File: config.mk
export PLATFORM = sky130hd
export DESIGN_NAME = joystick_frame_to_motor_drive
export DESIGN_NICKNAME = d
export VERILOG_FILES = /design/src/rtl/jfmd_pkg.sv /design/src/rtl/jfmd_drive.sv /design/src/rtl/joystick_frame_to_motor_drive.sv
export SDC_FILE = /design/constraint.sdc
export NUM_CORES = 1
export LEC_CHECK = 0
export BUFFER_PORTS_ARGS = -buffer_cell sky130_fd_sc_hd__buf_2
export CAP_MARGIN = 20
export CORE_UTILIZATION = 40
export CTS_BUF_LIST = sky130_fd_sc_hd__clkbuf_4
export DETAILED_ROUTE_END_ITERATION = 10
export GPL_TIMING_DRIVEN = 0
export PLACE_DENSITY = 0.66
export SLEW_MARGIN = 20
export SYNTH_ARGS = -nofsm -noshare
export SYNTH_HDL_FRONTEND = slang
export SYNTH_HIERARCHICAL = 1
export SYNTH_SLANG_ARGS = --single-unit
File: constraint.sdc
create_clock -name clk -period 27.4 [get_ports clk]
set_input_delay 1.37 -clock clk [delete_from_list [all_inputs] [get_ports clk]]
set_output_delay 1.37 -clock clk [all_outputs]
set_load 0.05 [all_outputs]
File: src/rtl/jfmd_pkg.sv
// Shared types and constants for the joystick frame to motor drive block.
// Holds the drive command record, register indexes and the divide-by-20 helper.
// No dependencies.
package jfmd_pkg;

	// Register indexes on the configuration port (byte address 4*index)
	localparam logic REG_BAND_LOW  = 1'b0;
	localparam logic REG_BAND_HIGH = 1'b1;

	// Reset values of the dead band
	localparam logic [15:0] BAND_LOW_RST  = 16'd1950;
	localparam logic [15:0] BAND_HIGH_RST = 16'd2150;

	// Byte position within a four-byte frame
	localparam logic [1:0] POS_H_LO = 2'd0;
	localparam logic [1:0] POS_H_HI = 2'd1;
	localparam logic [1:0] POS_V_LO = 2'd2;
	localparam logic [1:0] POS_V_HI = 2'd3;

	// x/5 == (x * 52429) >> 18 holds exactly for every x below 2^16
	localparam logic [16:0] RECIP_DIV5 = 17'd52429;
	localparam int          RECIP_SHIFT = 18;

	// One motor command pair, left_dir in the lowest bit
	typedef struct packed {
		logic [11:0] right_speed;
		logic        right_dir;
		logic [11:0] left_speed;
		logic        left_dir;
	} drive_t;

	// One assembled joystick frame
	typedef struct packed {
		logic [15:0] vert;
		logic [15:0] horiz;
	} frame_t;

	// Divide a 16-bit value by 20: drop two bits, then divide by 5 by reciprocal
	function automatic logic [11:0] div20(input logic [15:0] val);
		logic [13:0] quarter;
		logic [30:0] prod;
		quarter = val[15:2];
		prod    = {17'd0, quarter} * {14'd0, RECIP_DIV5};
		return prod[RECIP_SHIFT +: 12];
	endfunction

endpackage

File: src/rtl/jfmd_drive.sv
// Motor command decision for one assembled joystick frame.
// Dead-band compares, offset subtract and divide-by-20; pure combinational logic.
// Depends on jfmd_pkg.
module jfmd_drive (
	input  jfmd_pkg::frame_t    frame,
	input  logic [15:0]         band_low,
	input  logic [15:0]         band_high,
	output jfmd_pkg::drive_t    drive
);
	import jfmd_pkg::*;

	logic        h_centered;
	logic        v_centered;
	logic        h_below;
	logic        v_below;
	logic [15:0] sel_val;
	logic        sel_below;
	logic [15:0] offset;
	logic [11:0] speed;

	// Classify both axes against the dead band
	assign h_centered = (frame.horiz >= band_low) && (frame.horiz <= band_high);
	assign v_centered = (frame.vert >= band_low) && (frame.vert <= band_high);
	assign h_below    = frame.horiz < band_low;
	assign v_below    = frame.vert < band_low;

	// Pick the axis that drives: horizontal unless it is centered
	assign sel_val   = h_centered ? frame.vert : frame.horiz;
	assign sel_below = h_centered ? v_below : h_below;

	// Below the band the raw value sets speed, above it the distance past the band
	assign offset = sel_below ? sel_val : 16'(sel_val - band_high);
	assign speed  = div20(offset);

	// Build the command pair
	always_comb begin
		drive = '0;
		if (h_centered) begin
			if (!v_centered) begin
				drive.left_dir    = v_below;
				drive.right_dir   = v_below;
				drive.left_speed  = speed;
				drive.right_speed = speed;
			end
		end else begin
			drive.left_dir    = !h_below;
			drive.right_dir   = h_below;
			drive.left_speed  = speed;
			drive.right_speed = speed;
		end
	end

endmodule

File: src/rtl/joystick_frame_to_motor_drive.sv
// Top level of the joystick frame to motor drive block.
// Frame assembly, pipeline and output registers, and the configuration port.
// Depends on jfmd_pkg and jfmd_drive.
//
// Usage:
// Received bytes enter one per item on the s_axis channel (s_axis_tdata[7:0]).
// Four bytes make a frame: horizontal value low then high byte, vertical value
// low then high byte. The fourth byte produces one item on m_axis carrying the
// left and right motor direction and speed; the first three produce nothing.
// The command passes through the frame register and the decision logic into the
// output register before it appears on m_axis. Bytes are taken one per cycle
// while m_axis does not stall.
// When m_axis stalls, the output register holds its item and the frame
// register holds the next frame; a fourth byte is then refused until space
// frees, while the first three bytes of a frame are still taken.
// The dead band (band_low at 0x0, band_high at 0x4) is written over the APB
// port; the user must do so only while idle; the block does not enforce this.
// pready is always high and reads return the register values. Reset clears the
// frame position, assembly registers, all valid flags and sets band 1950..2150.
module joystick_frame_to_motor_drive (
	input  logic        clk,
	input  logic        arst_n,
	// APB configuration port
	input  logic        psel,
	input  logic        penable,
	input  logic        pwrite,
	input  logic [2:0]  paddr,
	input  logic [31:0] pwdata,
	output logic [31:0] prdata,
	output logic        pready,
	// Received bytes
	input  logic        s_axis_tvalid,
	output logic        s_axis_tready,
	input  logic [7:0]  s_axis_tdata,  // [7:0] rx_byte
	// Motor commands
	output logic        m_axis_tvalid,
	input  logic        m_axis_tready,
	output logic [31:0] m_axis_tdata   // [0] left_dir, [12:1] left_speed,
	                                   // [13] right_dir, [25:14] right_speed, [31:26] zero
);
	import jfmd_pkg::*;

	logic [15:0] band_low_q;
	logic [15:0] band_high_q;
	logic [1:0]  pos_q;
	logic [15:0] horiz_q;
	logic [7:0]  vert_lo_q;
	frame_t      frame_s1;
	logic        valid_s1;
	drive_t      drive_c;
	drive_t      out_q;
	logic        out_valid_q;
	logic        in_acc;
	logic        frame_done;
	logic        adv_s1;
	logic        cfg_wr;

	// Configuration port
	assign pready = 1'b1;
	assign cfg_wr = psel && penable && pwrite;

	always_ff @(posedge clk or negedge arst_n) begin
		if (!arst_n) begin
			band_low_q  <= BAND_LOW_RST;
			band_high_q <= BAND_HIGH_RST;
		end else if (cfg_wr) begin
			unique case (paddr[2])
				REG_BAND_LOW:  band_low_q  <= pwdata[15:0];
				REG_BAND_HIGH: band_high_q <= pwdata[15:0];
				default: ;
			endcase
		end
	end

	always_comb begin
		unique case (paddr[2])
			REG_BAND_LOW:  prdata = {16'd0, band_low_q};
			REG_BAND_HIGH: prdata = {16'd0, band_high_q};
			default:       prdata = '0;
		endcase
	end

	// Handshake: the frame register advances when the output register frees
	assign adv_s1        = valid_s1 && (!out_valid_q || m_axis_tready);
	assign s_axis_tready = (pos_q != POS_V_HI) || !valid_s1 || adv_s1;
	assign in_acc        = s_axis_tvalid && s_axis_tready;
	assign frame_done    = in_acc && (pos_q == POS_V_HI);

	// Assemble the frame one item at a time
	always_ff @(posedge clk or negedge arst_n) begin
		if (!arst_n) begin
			pos_q     <= POS_H_LO;
			horiz_q   <= '0;
			vert_lo_q <= '0;
		end else if (in_acc) begin
			pos_q <= pos_q + 2'd1;
			case (pos_q)
				POS_H_LO: horiz_q   <= {8'd0, s_axis_tdata};
				POS_H_HI: horiz_q   <= {s_axis_tdata, horiz_q[7:0]};
				POS_V_LO: vert_lo_q <= s_axis_tdata;
				default: ;
			endcase
		end
	end

	// Frame register: load on the fourth byte, drop once passed on
	always_ff @(posedge clk or negedge arst_n) begin
		if (!arst_n) begin
			valid_s1 <= 1'b0;
		end else if (frame_done) begin
			valid_s1 <= 1'b1;
		end else if (adv_s1) begin
			valid_s1 <= 1'b0;
		end
	end

	always_ff @(posedge clk) begin
		if (frame_done) begin
			frame_s1.horiz <= horiz_q;
			frame_s1.vert  <= {s_axis_tdata, vert_lo_q};
		end
	end

	// Decision logic
	jfmd_drive u_drive (
		.frame     (frame_s1),
		.band_low  (band_low_q),
		.band_high (band_high_q),
		.drive     (drive_c)
	);

	// Output register: hold while the receiver stalls
	always_ff @(posedge clk or negedge arst_n) begin
		if (!arst_n) begin
			out_valid_q <= 1'b0;
		end else if (adv_s1) begin
			out_valid_q <= 1'b1;
		end else if (m_axis_tready) begin
			out_valid_q <= 1'b0;
		end
	end

	always_ff @(posedge clk) begin
		if (adv_s1) begin
			out_q <= drive_c;
		end
	end

	assign m_axis_tvalid = out_valid_q;
	assign m_axis_tdata  = {6'd0, out_q};

endmodule

==> results by stage <==
Status:
- The flow ran to the end, and the final reports show no timing, DRC or antenna violations.

Clocking:
- The number of buffers inserted by hold repair at cts is 0.
- The clock tree from TritonCTS is done.
- Clock tree synthesis found a total of between 100 and 150 sinks.
- The H-tree generated during clock tree synthesis spans 4 levels.
- The clock latency reported for the late side of the worst-skew pair is 0.56 ns.
- Counting along the longest clock path gives a buffer depth of 2.
- The total setup buffers inserted after CTS is 0.
- Clock-pin slew was measured on the worst setup and hold paths at around 0.15 ns.
- The buffer cell driving the clock tree root is clkbuf_4.
- The number of gates resized after CTS was 0.
- The number of clock buffers added by TritonCTS is 17.

STA:
- The final hold violation count is 0.
- Final hold analysis gives a worst-case slack of approximately 0.46 ns.
- The post-layout minimum cycle time is 11.86 ns.
- At the pin with the least slew margin, the transition time is 0.846 ns.
- The worst pin sits at a relative slew slack of 43.0%.
- The accumulated negative setup slack is 0 ns.
- The total setup violations reported at the end of the flow is 0.
- On the final layout, the worst clock skew is 0.0281 ns.
- The setup slack after layout is between 15 and 20 ns.
- The max-slew violation count is 0.
- The maximum achievable frequency is between 80 and 90 MHz.
- Of the available clock period, the critical path in the final layout requires ~43%.
- Setup repair after global routing left no endpoint under its margin.

Drt:
- Using the TritonRoute via totals, the vias-per-cell ratio works out to between 5 and 6.
- After the first detailed-routing iteration, the DRC count stood at between 200 and 300.
- For this run, design rule violations remaining after detail routing come to 0.
- Dividing the detail-routed wire length by the instance count gives between 15 and 20 um.
- The final route contains 7672 vias.
- The number of nets with antenna violations after detailed routing is 0.
- The total wirelength of the detailed-routed design is about 24 mm.
- The detailed-router iteration count before antenna repair is 5.

Setup path:
- Among cell families on the critical path, the largest total delay comes from compound AO/OA/AOI/OAI gates.
- STA classifies the critical path startpoint as a flip-flop.
- For the worst setup path, the data arrival time is 12.16 ns.
- The number of cells on the worst reg-to-reg path is 42.
- The slowest cell on the critical path is o21ai_0.
- The element type at the critical path end is a flip-flop.
- The startpoint identified for the worst register-to-register timing path is band_high_q[13].
- Counting both buffers and inverters, the worst setup path holds a total of 7.
- For the worst setup path, the data required time is around 28 ns.
- The endpoint of the worst register-to-register path is m_axis_tdata[22].
- The delay of the slowest critical-path stage is around 0.66 ns.
- The maximum fanout count along the critical path is 10.
- For flop-to-flop paths, the worst setup slack is 15.54 ns.
- By startpoint and endpoint, the worst setup path is classified as reg2reg.

Placement:
- The number of buffer cells added on primary ports is between 70 and 80.
- At the end of routability-driven placement, the weighted congestion stood at ~0.88.
- The post-place instance area is 0.0121 mm2.
- OpenSTA, run right after detailed placement, puts the worst setup slack at ~16 ns.
- Detailed placement finished with a half-perimeter wire length of roughly 20 mm.

Die:
- The core region is between 0.02 and 0.03 mm2.
- From bottom edge to top edge, the die measures roughly 170 um.
- The total number of placement rows is 60.
- The floorplan step set the die width to 169 um.
- The starting density of the core is about two fifths.
- The number of top-level pins is ~120.
- The full die area is between 0.02 and 0.03 mm2.

Min path:
- Along the worst hold path, the cell count comes to 0.
- The capture endpoint of the worst hold path is frame_s1[11].
- In this run the most critical hold path is launched from horiz_q[11].
- The path class of the tightest hold or removal check is reg2reg.

Synthesis:
- The most area-hungry cell type in the Yosys netlist is ha_1.
- The post-synthesis cell type count is 89.
- The primary flip-flop cell chosen by synthesis mapping is edfxtp_1.
- The synthesized netlist occupies a cell area of between 0.01 and 0.015 mm2.
- The synthesis-stage register bit count is roughly 120.
- The count of flip-flops with a built-in enable after synthesis is 58.
- Sorting the synthesized cells by area gives the leading types as ha_1, edfxtp_1, dfrtp_1, fa_1, mux2_2.
- The mean post-synth cell area is 10.9 um2.
- The yosys synthesis warning count is 6.
- After synthesis, the share of flip-flops with an asynchronous set or reset is 50.8%.
- After synthesis, flip-flops and latches occupy a little under 30% of the total area.
- After technology mapping, the gate count stands at about 1000.
- The share of synthesized area in the top cell type comes to roughly a fifth.

Flow run:
- The tool flagged a number of max-cap violations equal to 0.

Global route:
- The number of global-route vias before repair is slightly below 8000.
- Entering global routing, the biggest net connects 61 pins.
- The number of antenna violations at the first check in global routing is 0.
- The first global-routing pass estimated 38.5 mm of wire.
- The global route total overflow is 0.
- For this run, the total global-route usage over all layers was measured as roughly 17%.

Final layout:
- The final layout net count is 1418.
- The number of inserted diodes is 0.
- Cells with a size suffix above 1 make up 24.5% of the layout.
- From synthesis to final layout, the design area changed by 11.0%.
- The finished cells cover 0.0124 mm2.
-- per-layer routing --
| layer | vias to the layer above | global-route usage (%) | part of all wire (%) |
|---|---|---|---|
| met1 | 3667 | 21.3 | 45 |
| met3 | 38 | 2.41 | 3.0 |
| met4 | 0 | 6.36 | 2.7 |
| li1 | 3806 | - | - |
| met5 | - | 0 | 0 |
| met2 | 161 | 30.5 | 49 |
-- cells in the final DEF (no fill, tap or decap), types with 5 or more instances in the layout --
cell type and instances:
nor3_1 12, o21a_1 15, fa_1 53, conb_1 23, inv_8 7, nand3_1 12
dfstp_2 13, xnor2_1 10, edfxtp_1 58, and2b_1 8, o21ai_0 25, buf_6 5
buf_2 77, nand2_1 36, nor2b_1 12, and2_1 5, inv_1 151, ha_1 180
a22o_1 11, buf_4 36, a21o_1 19, mux2_2 60, nor2_1 37, o211ai_1 5
nand4_1 17, dfrtp_1 47, xor2_1 7, a21oi_1 46, mux2_4 19, and3_1 9
clkbuf_4 17
-- state kept, by name, indices dropped and copies added (netlist names) --
name,flops
band_low_q,16
band_high_q,16
valid_s1,1
m_axis_tdata,26
horiz_q,16
m_axis_tvalid,1
vert_lo_q,8
frame_s1,32
pos_q,2
-- area by class of cell --
class | instances | area, um2
fill | 2548 | 14700
sequential | 118 | 3260
clock inverter | 15 | 175
buffer | 47 | 350
inverter | 151 | 567
multi-input combinational | 726 | 7050
clock buffer | 17 | 128
timing repair buffer | 74 | 373
tap | 372 | 465
-- cell usage after synthesis, drive strengths merged, types with 3 or more instances --
master	count
ha	180
inv	151
mux2	81
edfxtp	58
fa	53
a21oi	48
dfrtp	47
buf	45
nor2	39
nand2	36
o21ai	27
nand4	21
a21o	20
o21a	15
and3	13
dfstp	13
nor3	13
nand3	12
nor2b	12
a22o	11
xnor2	10
and2b	8
a211oi	7
and2	7
o211ai	7
xor2	7
a31oi	5
nor4	5
o21bai	5
mux2i	4
nand2b	4
nor3b	4
or3	4
a211o	3
a21boi	3
a22oi	3
nand3b	3
nand4b	3
o31a	3
o31ai	3
or2	3
-- how the worst max path moves through the flow --
stage	start	endpoint	slack [ns]	cells past startpoint
finish	band_high_q[13]	m_axis_tdata[22]	15.54	42
global placement	band_high_q[13]	m_axis_tdata[22]	15.76	42
floorplan	band_high_q[6]	m_axis_tdata[22]	16.99	45
CTS	band_high_q[13]	m_axis_tdata[22]	15.57	42
global route	band_high_q[13]	m_axis_tdata[22]	14.67	42
detailed placement	band_high_q[13]	m_axis_tdata[22]	15.62	42
-- worst register-to-register path, delay by kind of cell (launching register included) --
family | cells | cell delay, ns
multiplexers | 2 | 0.78
flip-flops | 1 | 0.42
buffers and inverters | 7 | 1.10
AND/OR/NAND/NOR | 6 | 0.96
adder cells (fa/ha/maj) | 8 | 3.29
AO/OA/AOI/OAI | 18 | 4.75
XOR/XNOR | 1 | 0.31
-- cell families (layout without fill, tap and decap cells) --
group	count (synthesis)	after routing	share of synthesized area, %
xor gates and xnor gates	17	17	1.34
other	2	23	0.0674
muxes	85	85	9.30
and+or+nand+nor	190	190	10.1
AOI/OAI and AO/OA	178	178	11.9
buffers and inverters	198	304	8.23
DFF	118	118	29.3
adders and majority gates	233	233	29.7
-- metrics by stage --
step           instances  utilization [%]
2_1_floorplan       1042                -
3_3_place_gp        1488             44.5
3_5_place_dp        1488             44.5
4_1_cts             1520             45.6
5_1_grt             1520             45.6
6_report            1520             45.6
Power is not shown: default switching activity piles up to over one toggle a cycle in this logic, so the estimate is an artifact.
